**config.mk**
```make
export PLATFORM = sky130hd
export DESIGN_NAME = ple_ctrl
export DESIGN_NICKNAME = d
export VERILOG_FILES = /design/src/rtl/ple_pkg.sv /design/src/rtl/ple_ctrl.sv
export SDC_FILE = /design/constraint.sdc
export NUM_CORES = 1
export LEC_CHECK = 0
export ABC_CLOCK_PERIOD_IN_PS = 1350
export BUFFER_PORTS_ARGS = -buffer_cell sky130_fd_sc_hd__buf_2
export CORE_AREA = 4 4 41 43
export DETAILED_ROUTE_END_ITERATION = 10
export DIE_AREA = 0 0 45 47
export PLACE_DENSITY = 0.6
export SKIP_CTS_REPAIR_TIMING = 1
export SYNTH_ARGS = -nofsm -noshare
export SYNTH_HDL_FRONTEND = slang
export SYNTH_SLANG_ARGS = --single-unit
```
**constraint.sdc**
```tcl
create_clock -name clk -period 1.35 [get_ports clk]
set_input_delay 0.27 -clock clk [delete_from_list [all_inputs] [get_ports clk]]
set_output_delay 0.27 -clock clk [all_outputs]
set_load 0.05 [all_outputs]
```
**src/rtl/ple_pkg.sv**
```systemverilog
// Shared types, constants and helper functions for the Potts lattice energy unit.
package ple_pkg;

  // Lattice geometry
  localparam int MAX_SIDE = 64;
  localparam int IDX_W    = 6;
  localparam int SIDE_W   = 7;
  localparam int ADDR_W   = 2 * IDX_W;
  localparam int DEPTH    = MAX_SIDE * MAX_SIDE;
  localparam int SPIN_W   = 8;

  // Datapath widths
  localparam int J_W      = 16;
  localparam int ENERGY_W = 30;
  localparam int CNT_W    = $clog2(2 * MAX_SIDE * MAX_SIDE) + 1;
  localparam int ACT_W    = 2;
  localparam int IN_W     = 24;
  localparam int OUT_W    = 32;

  // Action codes
  localparam logic [ACT_W-1:0] ACT_WRITE = 2'd0;
  localparam logic [ACT_W-1:0] ACT_QUERY = 2'd1;
  localparam logic [ACT_W-1:0] ACT_TOTAL = 2'd2;

  // Configuration register indexes
  localparam logic CFG_SIDE     = 1'b0;
  localparam logic CFG_COUPLING = 1'b1;

  localparam logic [SIDE_W-1:0] SIDE_RESET     = SIDE_W'(MAX_SIDE);
  localparam logic [J_W-1:0]    COUPLING_RESET = 16'sd256;

  typedef enum logic [3:0] {
    ST_IDLE,
    ST_DISP,
    ST_WRITE,
    ST_Q0,
    ST_Q1,
    ST_Q2,
    ST_Q3,
    ST_SCAN,
    ST_DRAIN,
    ST_MULT,
    ST_DONE
  } ple_state_t;

  // Which sites the memory ports read this cycle
  typedef enum logic [2:0] {
    RD_NONE,
    RD_Q0,
    RD_Q1,
    RD_Q2,
    RD_SCAN
  } ple_rd_t;

  typedef struct packed {
    logic    capture;
    logic    wr_en;
    ple_rd_t rd;
    logic    mul;
    logic    load_out;
  } ple_cmd_t;

  typedef struct packed {
    logic [ACT_W-1:0] act;
    logic             scan_end;
    logic             out_free;
  } ple_status_t;

  // Periodic step down, wrapping to side-1
  function automatic logic [IDX_W-1:0] wrap_dec(input logic [IDX_W-1:0] v,
                                                input logic [SIDE_W-1:0] s);
    logic [SIDE_W-1:0] sm1;
    sm1 = s - SIDE_W'(1);
    return (v == '0) ? sm1[IDX_W-1:0] : v - IDX_W'(1);
  endfunction

  // Periodic step up, wrapping to zero
  function automatic logic [IDX_W-1:0] wrap_inc(input logic [IDX_W-1:0] v,
                                                input logic [SIDE_W-1:0] s);
    logic [SIDE_W-1:0] vp1;
    vp1 = SIDE_W'(v) + SIDE_W'(1);
    return (vp1 >= s) ? '0 : vp1[IDX_W-1:0];
  endfunction

  // Neighbor term: +1 if it matches the old spin, -1 if it matches the new one
  function automatic logic signed [2:0] nb_term(input logic [SPIN_W-1:0] n,
                                                input logic [SPIN_W-1:0] old,
                                                input logic [SPIN_W-1:0] sp);
    logic signed [2:0] t;
    t = 3'sd0;
    if (n == old) t = t + 3'sd1;
    if (n == sp)  t = t - 3'sd1;
    return t;
  endfunction

endpackage

```
**src/rtl/ple_ctrl.sv**
```systemverilog
// Sequencing state machine for the Potts lattice energy unit.
module ple_ctrl (
  input  logic                 clk,
  input  logic                 rst_n,
  input  logic                 in_tvalid,
  output logic                 in_tready,
  input  ple_pkg::ple_status_t status,
  output ple_pkg::ple_cmd_t    cmd
);

  ple_pkg::ple_state_t state_r, state_nxt;

  // State register
  always_ff @(posedge clk) begin
    if (!rst_n) begin
      state_r <= ple_pkg::ST_IDLE;
    end else begin
      state_r <= state_nxt;
    end
  end

  // Next state
  always_comb begin
    state_nxt = state_r;
    case (state_r)
      ple_pkg::ST_IDLE: begin
        if (in_tvalid) state_nxt = ple_pkg::ST_DISP;
      end
      ple_pkg::ST_DISP: begin
        case (status.act)
          ple_pkg::ACT_WRITE: state_nxt = ple_pkg::ST_WRITE;
          ple_pkg::ACT_QUERY: state_nxt = ple_pkg::ST_Q0;
          ple_pkg::ACT_TOTAL: state_nxt = ple_pkg::ST_SCAN;
          default:            state_nxt = ple_pkg::ST_MULT;
        endcase
      end
      ple_pkg::ST_WRITE: state_nxt = ple_pkg::ST_MULT;
      ple_pkg::ST_Q0:    state_nxt = ple_pkg::ST_Q1;
      ple_pkg::ST_Q1:    state_nxt = ple_pkg::ST_Q2;
      ple_pkg::ST_Q2:    state_nxt = ple_pkg::ST_Q3;
      ple_pkg::ST_Q3:    state_nxt = ple_pkg::ST_MULT;
      ple_pkg::ST_SCAN: begin
        if (status.scan_end) state_nxt = ple_pkg::ST_DRAIN;
      end
      ple_pkg::ST_DRAIN: state_nxt = ple_pkg::ST_MULT;
      ple_pkg::ST_MULT:  state_nxt = ple_pkg::ST_DONE;
      ple_pkg::ST_DONE: begin
        if (status.out_free) state_nxt = ple_pkg::ST_IDLE;
      end
      default: state_nxt = ple_pkg::ST_IDLE;
    endcase
  end

  // Outputs
  always_comb begin
    in_tready    = 1'b0;
    cmd.capture  = 1'b0;
    cmd.wr_en    = 1'b0;
    cmd.rd       = ple_pkg::RD_NONE;
    cmd.mul      = 1'b0;
    cmd.load_out = 1'b0;
    case (state_r)
      ple_pkg::ST_IDLE: begin
        in_tready   = 1'b1;
        cmd.capture = in_tvalid;
      end
      ple_pkg::ST_WRITE: cmd.wr_en = 1'b1;
      ple_pkg::ST_Q0:    cmd.rd = ple_pkg::RD_Q0;
      ple_pkg::ST_Q1:    cmd.rd = ple_pkg::RD_Q1;
      ple_pkg::ST_Q2:    cmd.rd = ple_pkg::RD_Q2;
      ple_pkg::ST_SCAN:  cmd.rd = ple_pkg::RD_SCAN;
      ple_pkg::ST_MULT:  cmd.mul = 1'b1;
      ple_pkg::ST_DONE:  cmd.load_out = status.out_free;
      default: begin
      end
    endcase
  end

`ifndef ASSERT_OFF
  // An accepted request always goes to dispatch next
  assert property (@(posedge clk) disable iff (!rst_n)
    (in_tvalid && in_tready) |=> (state_r == ple_pkg::ST_DISP))
    else $error("accepted request did not dispatch");

  // The result register is only loaded when it can take a value
  assert property (@(posedge clk) disable iff (!rst_n)
    cmd.load_out |-> status.out_free)
    else $error("result loaded over a pending result");
`endif

endmodule

```
# Word-level counts from Yosys, hierarchy flattened

Index checks and enable logic that the tools add are counted.

Flip-flop bits (word level): 4
Bits in latches: 0
Bits in writable memories: 0
ROM bits: 0
Input bits: 7
Output and inout port bits: 8
Logic and storage cells: 31
Memories kept: 0

Add/subtract/negate cells: 0
$mul: 0
Div/mod/pow operators: 0
Magnitude comparators: 0
Equal/unequal tests: 15
Shifts and indexed selects: 0
Multiplexer cells: 11
Bitwise operators: 0
Reductions and logical operators: 4

Operators by type and width:

| kind                 | number |
|---|---|
| $pmux W4 S9          | 1 |
| $eq A4 B3 Y1 const B | 4 |
| $eq A4 B4 Y1 const B | 3 |
| $mux W4              | 3 |
| $pmux W3 S4          | 1 |
| $pmux W4 S3          | 1 |
| $eq A4 B2 Y1 const B | 2 |
| $ne A2 B2 Y1 const B | 3 |
| $mux W1              | 5 |
| $eq A4 B1 Y1 const B | 1 |
| $logic_not A4 Y1     | 1 |
| $reduce_and A3 Y1    | 1 |
| $reduce_or A3 Y1     | 1 |
| $eq A2 B1 Y1 const B | 1 |
| $eq A2 B2 Y1 const B | 1 |
| $logic_not A2 Y1     | 1 |

# Depth between registers and ports, before layout

Gate-level depths: netlist of the first run.

Word-level depth: 3
Mapped depth: 5
Depth with buffers taken out: 4

# Worst setup path after synthesis of the first run

Ideal clock, no wire load.

Kind: reg2out
Start: register state_r[3]
End: output port cmd[6] (netlist bit)
Arrival: 1934 ps
Required time: 1080 ps
Slack: -854 ps
Cell stages (with the launch flop): 4
Buffers on the path: 1
Cells stage by stage: dfxtp_1 -> buf_6 -> nor4_2 -> and2_2

RTL lines:

| item                     | line           | text |
|---|---|---|
| start: declaration       | ple_ctrl.sv:11 | `ple_pkg::ple_state_t state_r, state_nxt;` |
| start signal: assignment | ple_ctrl.sv:16 | `state_r <= ple_pkg::ST_IDLE;` |
| start signal: assignment | ple_ctrl.sv:18 | `state_r <= state_nxt;` |
| end: declaration         | ple_ctrl.sv:8  | `output ple_pkg::ple_cmd_t cmd` |

==> summary.txt, run 1 <==
Synth
  – Synthesized cell area: about 360 um^2
  – Cell count after synthesis: 42
  – Adder-Cell Fraction of Synth Area: 0%
  – Post-synthesis xor/xnor area fraction: 2.46%
  – Main combinational cell family by area after synthesis: simple AND/OR/NAND/NOR gates
  – Asr flop ratio synth: 0%
  – Post-Syn Area per Cell: between 8 and 9 um^2
  – Synth Flop Type: dfxtp_1
  – Net Count, Synth: 49
  – Synth Area in Compound Gates: a little under a quarter
  – Distinct cells, synth: 28
  – FF+latch count, synth: 4
  – Register area share after synthesis: a little under a quarter
  – Mux share of post-synthesis cell area: 2.82%
  – Post-synth EDFFs: 0
  – Simple-Gate Fraction of Synth Area: between 30% and 40%
  – Yosys Warn Count: 0

Setup path
  – Required @ worst endpoint: approximately 1100 ps
  – Startpoint types: flip-flop
  – CP max FO: 5
  – RR Startpoint: state_r[1]$_SDFFE_PN0P_
  – FF-to-FF setup slack: about 30 ps
  – Critical Path AT: about 1200 ps
  – CP Launch Point: state_r[1]$_SDFFE_PN0P_
  – R2R depth: 4
  – Worst Setup EP: cmd[6]
  – Critical path endpoint category: primary output
  – Critical path class: flip-flop to primary output
  – Worst r2r dst: state_r[1]$_SDFFE_PN0P_

Status
  – Status: complete, but fails checks
  – Failing checks: negative setup slack

Final layout
  – Filler cell count: 122
  – Final cell count without fillers: 80
  – Max FFs per register: 4
  – Diode count: 0
  – Highest-count cells in the layout ignoring fill and taps: 10 x buf_4, 6 x buf_2, 5 x buf_6
  – Biggest regs: state_r x4
  – Share of layout cells above drive strength 1: 63.1%
  – Top reg by flops: state_r
  – Layout Nets: 74
  – Commonest non-fill, non-tap cell in the layout: buf_4
  – Area Growth Syn to Fin: 79.2%

Clock tree
  – TritonCTS Sinks: 4
  – Number of buffers created by CTS: 3
  – TritonCTS clock tree: yes
  – Clk slew on worst S/H paths: around 40 ps
  – CTS root buf: clkbuf_4
  – Latest clock arrival within the worst-skew pair: 230 ps
  – CTS max path bufs: 2
  – H-tree levels: 1

Pwr
  – Static leakage: roughly 0.28 nW
  – Final Total Pwr: ~0.8 mW
  – Worst VDD drop: 623 uV
  – Power per cell area: approximately 1200 nW/um^2

Die
  – FP Rows: 13
  – Area of the die: about 2100 um^2
  – I/O pin total: 15
  – Initial Utilization: between 20 and 30%
  – Die height: around 47 um
  – Core area: 1300 um^2
  – Chip width: 45 um

STA
  – Slew headroom: about three quarters
  – Clock Skews: between 2 and 2.5 ps
  – Tcrit/Tclk final: 111%
  – Max Slew Vio Count: 0
  – Tmin final: ~1500 ps
  – Hold Slack: between 300 and 400 ps
  – Endpoints failing setup: 8
  – Post-route setup slack: -143 ps
  – Hold Fails Final Rpt: 0
  – RSZ-0062 raised after global routing: yes
  – Slew @ Worst Pin: between 300 and 400 ps
  – Fmax: approximately 670 MHz

Place
  – Placed Cells: 75
  – Dpl hpwl: between 700 and 800 um
  – Buffers on Ports: 14
  – GP Congestion: 0.771

Route
  – Via density: 4.80
  – DRC: 0
  – WL final: around 910 um
  – Post-DRT Antenna Nets: 0
  – DR vias: 384
  – DRT Pass-1 Iters: 4
  – DR WL/cell: around 11 um
  – 1st-iter DRT viols: 9

GRT
  – GRT overflow: 0
  – Pin count of the biggest net entering global routing: 11
  – Vias in the first global route: between 300 and 400
  – First-pass GRT wire length: approximately 1.4 mm
  – GR Util All Layers: under 10%
  – Initial antenna violation count: 0

Job
  – Max-cap violation count: 0

Hold path
  – Hold WC Path Type: primary input to flip-flop
==> critical path, cell delays in order (launching register included) <==
cell	delay, ps
dfxtp_4	360
nor4_4	310
and2_4	190
buf_8	130
==> how the worst min path moves through the flow <==
stage           from                      end  cells past startpoint
3_5_place_dp   rst_n  state_r[3]$_SDFFE_PN0P_                      2
2_1_floorplan  rst_n  state_r[3]$_SDFFE_PN0P_                      1
4_1_cts        rst_n  state_r[3]$_SDFFE_PN0P_                      2
3_3_place_gp   rst_n  state_r[2]$_SDFFE_PN0P_                      2
6_report       rst_n  state_r[3]$_SDFFE_PN0P_                      2
5_1_grt        rst_n  state_r[3]$_SDFFE_PN0P_                      2
==> synth_stat cells, types with 2 or more instances <==
master / instances / share of area (%)
a31o_1: 2 / 4.9
o21ai_0: 2 / 2.8
inv_1: 2 / 2.1
dfxtp_1: 4 / 23
nor2b_1: 3 / 5.3
a311o_1: 2 / 5.6
nand2_1: 2 / 2.1
nor3_1: 3 / 4.2
nand2b_1: 3 / 5.3
==> metal layers <==
layer	vias up	track usage [%]	share of wire, %
li1	205	-	-
met1	168	11.9	47
met5	-	0	0
met3	0	1.15	3.1
met4	0	7.02	0
met2	11	14.1	50
==> metrics by stage <==
step	setup WS [ps]	area (um^2)	TNS (ps)	utilization (%)
2_1_floorplan	-316	412	-428	-
3_3_place_gp	-82.6	527	-343	40.5
3_5_place_dp	-97.6	527	-399	40.5
4_1_cts	-353	549	-2350	42.2
5_1_grt	-187	637	-1090	48.9
6_report	-143	637	-630	48.9
==> cell families after synthesis <==
| kind of cell | Yosys count |
|---|---|
| xor gates and xnor gates | 1 |
| buffers and inverters | 6 |
| muxes | 1 |
| and+or+nand+nor | 19 |
| AOI/OAI and AO/OA | 11 |
| DFF | 4 |
==> final cells by class <==
cell class                      instances  area (um^2)  area share, %
Multi-Input combinational cell         32          298           46.8
Tap cell                               15         18.8           2.95
Sequential cell                         4         92.6           14.5
Inverter                                3         13.8           2.16
Timing Repair Buffer                   23          191           30.1
Clock buffer                            3         22.5           3.54
==> power by group <==
group | leakage, nW | internal (mW) | total (mW) | switching [mW]
Sequential | 0.0353 | 0.143 | 0.185 | 0.0422
Clock | 0.0138 | 0.0990 | 0.142 | 0.0426
Combinational | 0.234 | 0.228 | 0.464 | 0.236
Total | 0.283 | 0.470 | 0.791 | 0.321
Note: power is estimated with default switching activity, not from simulation.
==> run 2, diff against run 1 <==
==> constraint.sdc (replaced) <==
create_clock -name clk -period 1.35 [get_ports clk]
set_input_delay 0.135 -clock clk [delete_from_list [all_inputs] [get_ports clk]]
set_output_delay 0.135 -clock clk [all_outputs]
set_load 0.05 [all_outputs]
==> summary.txt, run 2 (synthesis gave the netlist of run 1 again) <==
Die
  – I/O pin total: 15
  – FP Rows: 13
  – Chip width: around 45 um
  – Core area: about 1300 um^2
  – Initial Utilization: between 20% and 30%
  – Area of the die: roughly 2100 um^2
  – Die height: about 47 um

Pwr
  – Static leakage: 0.263 nW
  – Power per cell area: about 1300 nW/um^2
  – Worst VDD drop: approximately 700 uV
  – Final Total Pwr: 0.759 mW

Final layout
  – Commonest non-fill, non-tap cell in the layout: buf_4
  – Diode count: 0
  – Biggest regs: state_r x4
  – Max FFs per register: 4
  – Highest-count cells in the layout ignoring fill and taps: 8 x buf_4, 7 x buf_2, 6 x clkbuf_4
  – Final cell count without fillers: between 70 and 80
  – Top reg by flops: state_r
  – Area Growth Syn to Fin: 64.1%
  – Layout Nets: between 70 and 80
  – Share of layout cells above drive strength 1: 60.3%

STA
  – Max Slew Vio Count: 0
  – Fmax: approximately 730 MHz
  – Endpoints failing setup: 1
  – Clock Skews: between 1 and 1.5 ps
  – Tmin final: 1370 ps
  – Slew @ Worst Pin: between 300 and 400 ps
  – Hold Fails Final Rpt: 0
  – Tcrit/Tclk final: 101%
  – Slew headroom: 75.3%
  – RSZ-0062 raised after global routing: yes
  – Post-route setup slack: -16.3 ps

Route
  – Post-DRT Antenna Nets: 0
  – WL final: 951 um
  – Via density: ~5.0
  – DRC: 0
  – DR vias: between 300 and 400
  – 1st-iter DRT viols: 3
  – DR WL/cell: roughly 12 um
  – DRT Pass-1 Iters: 4

GRT
  – Vias in the first global route: roughly 330
  – GRT overflow: 0
  – First-pass GRT wire length: roughly 1.4 mm
  – Initial antenna violation count: 0
  – Pin count of the biggest net entering global routing: 12
  – GR Util All Layers: 9.16%

Setup path
  – Critical path endpoint category: primary output
  – CP peak stage delay: 380 ps
  – Worst r2r dst: state_r[0]$_SDFFE_PN0P_
  – CP max stage cell: dfxtp_4
  – RR Startpoint: state_r[2]$_SDFFE_PN0P_
  – Required @ worst endpoint: ~1200 ps
  – Startpoint types: flip-flop
  – Critical path class: flip-flop to primary output
  – R2R depth: 5
  – Critical path cell sequence: nor4_4 > and2_4 > buf_8
  – CP max FO: 10
  – Top delay family on crit path: simple AND/OR/NAND/NOR gates
  – Critical Path AT: between 1000 and 1500 ps
  – Buf/Inv on CP: 1
  – FF-to-FF setup slack: 90 ps

Place
  – Dpl hpwl: 742 um
  – Placed Cells: 73
  – Buffers on Ports: 14
  – Dpl ws: 38.0 ps
  – GP Congestion: roughly 0.74

Clock tree
  – Clk slew on worst S/H paths: roughly 30 ps
  – CTS root buf: clkbuf_4
  – TritonCTS clock tree: yes
  – TritonCTS Sinks: 4
  – H-tree levels: 1
  – CTS max path bufs: 2
  – Latest clock arrival within the worst-skew pair: approximately 230 ps
  – Number of buffers created by CTS: 3

Hold path
  – Min-delay src: rst_n
  – Hold Path Sink: state_r[2]$_SDFFE_PN0P_
  – Hold WC Path Type: primary input to flip-flop
  – Hold depth: 2

Job
  – Max-cap violation count: 0

Status
  – Failing checks: negative setup slack
  – Status: complete, but fails checks
-- run 2: cell count changes in the layout (fill, tap and decap cells not counted), sizes merged --
cell	delta
clkbuf	+3
buf	-5
-- run 2: final cells by class --
type,instances,area [um^2]
Fill cell,147,718
Multi-Input combinational cell,32,274
Timing Repair Buffer,21,159
Sequential cell,4,95.1
Clock buffer,3,22.5
Tap cell,15,18.8
Inverter,3,13.8
-- run 2: worst max-delay path by stage --
stage / from / to / slack (ps) / cells past startpoint
after detailed placement: state_r[2]$_SDFFE_PN0P_ / state_r[1]$_SDFFE_PN0P_ / 40 / 3
after floorplan: state_r[1]$_SDFFE_PN0P_ / cmd[6] / -240 / 2
final: state_r[2]$_SDFFE_PN0P_ / cmd[6] / -20 / 3
after global routing: state_r[3]$_SDFFE_PN0P_ / cmd[6] / -100 / 3
after global placement: state_r[2]$_SDFFE_PN0P_ / cmd[6] / 40 / 3
after CTS: state_r[2]$_SDFFE_PN0P_ / cmd[6] / -220 / 3
-- run 2: per-stage QoR --
| step | TNS (ps) | hold slack, ps | util [%] | area [um^2] |
|---|---|---|---|---|
| 5_1_grt | -191 | 206 | 44.8 | 583 |
| 3_3_place_gp | 0 | 426 | 37.8 | 492 |
| 2_1_floorplan | -343 | 270 | - | 389 |
| 4_1_cts | -1340 | 195 | 39.5 | 514 |
| 6_report | -16.3 | 199 | 44.8 | 583 |
| 3_5_place_dp | 0 | 437 | 37.8 | 492 |
-- run 2: per-layer routing --
metal / vias up / track usage, % / wire length (um)
li1: 201 / - / -
met1: 177 / 11.6 / 449
met2: 11 / 15.8 / 460
met3: 0 / 2.30 / 41
met4: 0 / 1.75 / 0
met5: - / 0 / 0
-- run 2: worst reg2reg max path: stages (launching register included) --
cell	delay (ps)
dfxtp_4	380
nor4_4	300
buf_4	170
buf_4	100
nand2b_1	50
a41o_1	160
-- run 2: power breakdown --
part	leakage [nW]	switching, mW	internal (mW)	total [mW]
clock	0.0138	0.0414	0.0989	0.140
sequential	0.0356	0.0536	0.145	0.198
combinational	0.214	0.215	0.205	0.420
==> run 3, diff against run 2 <==
- SETUP_SLACK_MARGIN: unset -> 0.4
==> summary.txt, run 3 (synthesis gave the netlist of run 1 again) <==
Status
  – Status: complete, no violations

STA
  – Fmax: around 740 MHz
  – Hold Fails Final Rpt: 0
  – Max Slew Vio Count: 0
  – Tcrit/Tclk final: about 100%
  – Slew headroom: between 80 and 90%
  – Endpoints failing setup: 0
  – Slew @ Worst Pin: ~300 ps
  – Clock Skews: ~2.4 ps
  – RSZ-0062 raised after global routing: yes
  – Tmin final: around 1300 ps

Die
  – FP Rows: 13
  – I/O pin total: 15
  – Die height: 47 um
  – Initial Utilization: about 27%
  – Chip width: between 40 and 50 um
  – Area of the die: approximately 2100 um^2
  – Core area: 1300 um^2

Clock tree
  – Clk slew on worst S/H paths: around 40 ps
  – TritonCTS Sinks: 4
  – Number of buffers created by CTS: 3
  – CTS root buf: clkbuf_4
  – Latest clock arrival within the worst-skew pair: between 200 and 250 ps
  – H-tree levels: 1
  – TritonCTS clock tree: yes
  – CTS max path bufs: 2

Place
  – Buffers on Ports: 14
  – GP Congestion: slightly above 0.8
  – Placed Cells: 71
  – Dpl hpwl: a little under 700 um

Final layout
  – Share of layout cells above drive strength 1: between 70% and 80%
  – Top reg by flops: state_r
  – Filler cell count: 120
  – Biggest regs: state_r x4
  – Area Growth Syn to Fin: 107%
  – Util after Layout: a little under three fifths
  – Commonest non-fill, non-tap cell in the layout: buf_6
  – Layout Nets: 79
  – Diode count: 0
  – Highest-count cells in the layout ignoring fill and taps: 10 x buf_6, 8 x buf_4, 6 x buf_2
  – Final cell count without fillers: 85
  – Max FFs per register: 4

Setup path
  – Critical path class: flip-flop to primary output
  – Required @ worst endpoint: roughly 1200 ps
  – FF-to-FF setup slack: approximately 150 ps
  – Critical path cell sequence: buf_4 > nand2b_4 > nor3_4 > buf_6
  – CP peak stage delay: approximately 400 ps
  – CP max FO: 7
  – Critical Path AT: ~1200 ps
  – R2R depth: 5
  – CP max stage cell: dfxtp_4
  – Startpoint types: flip-flop
  – Critical path endpoint category: primary output

GRT
  – First-pass GRT wire length: roughly 1.5 mm
  – GR Util All Layers: 9.97%
  – Initial antenna violation count: 0
  – Vias in the first global route: 359
  – Pin count of the biggest net entering global routing: 14
  – GRT overflow: 0

Route
  – 1st-iter DRT viols: 4
  – Post-DRT Antenna Nets: 0
  – WL final: roughly 1.1 mm
  – Via density: between 4 and 5
  – DR WL/cell: ~13 um
  – DRT Pass-1 Iters: 4
  – DRC: 0
  – DR vias: between 400 and 500

Hold path
  – Hold depth: 2
  – Hold WC Path Type: primary input to flip-flop

Job
  – Max-cap violation count: 0

Pwr
  – Worst VDD drop: between 600 and 700 uV
  – Static leakage: about 0.32 nW
  – Power per cell area: 1170 nW/um^2
-- run 3: per-stage QoR --
| stage | power (mW) | instance area, um^2 | setup slack, ps | hold slack, ps | setup TNS (ps) |
|---|---|---|---|---|---|
| 2_1_floorplan | 0.486 | 433 | -181 | 270 | -273 |
| 3_3_place_gp | 0.540 | 510 | 74.3 | 451 | 0 |
| 3_5_place_dp | 0.541 | 510 | 80.0 | 447 | 0 |
| 4_1_cts | 0.694 | 533 | -176 | 204 | -963 |
| 5_1_grt | 0.908 | 736 | -59.8 | 236 | -215 |
| 6_report | 0.857 | 736 | 1.93 | 210 | 0 |
-- run 3: layout make-up --
| type | count | area, um^2 | share of cell area, % |
|---|---|---|---|
| inverter | 3 | 13.8 | 1.87 |
| tap | 15 | 18.8 | 2.55 |
| timing repair buffer | 28 | 263 | 35.7 |
| multi-input combinational | 32 | 323 | 43.9 |
| clock buffer | 3 | 22.5 | 3.06 |
| sequential | 4 | 95.1 | 12.9 |
-- run 3: critical path: cells and delay by family (launching register included) --
| family | cells | cell delay, ps |
|---|---|---|
| simple gates | 2 | 270 |
| buf+inv | 2 | 320 |
| flops | 1 | 400 |
-- run 3: report_power, final --
| part | total, mW | leakage (nW) | switching (mW) | internal, mW |
|---|---|---|---|---|
| Sequential | 0.199 | 0.0356 | 0.0547 | 0.145 |
| Combinational | 0.512 | 0.274 | 0.243 | 0.269 |
| Clock | 0.146 | 0.0138 | 0.0469 | 0.0993 |
-- run 3: path summary, 6_finish.rpt --
path / start / to
setup / recovery: state_r[3]$_SDFFE_PN0P_ / cmd[0]
hold / removal: rst_n / state_r[3]$_SDFFE_PN0P_
setup reg to reg: state_r[2]$_SDFFE_PN0P_ / state_r[3]$_SDFFE_PN0P_
hold reg to reg: state_r[0]$_SDFFE_PN0P_ / state_r[0]$_SDFFE_PN0P_
-- run 3: layer usage --
layer / global-route usage, % / vias up / routed length, um
met5: 0 / - / 0
met1: 11.0 / 192 / 476
met2: 16.7 / 9 / 573
li1: - / 212 / -
met4: 5.26 / 0 / 0
met3: 3.83 / 0 / 47
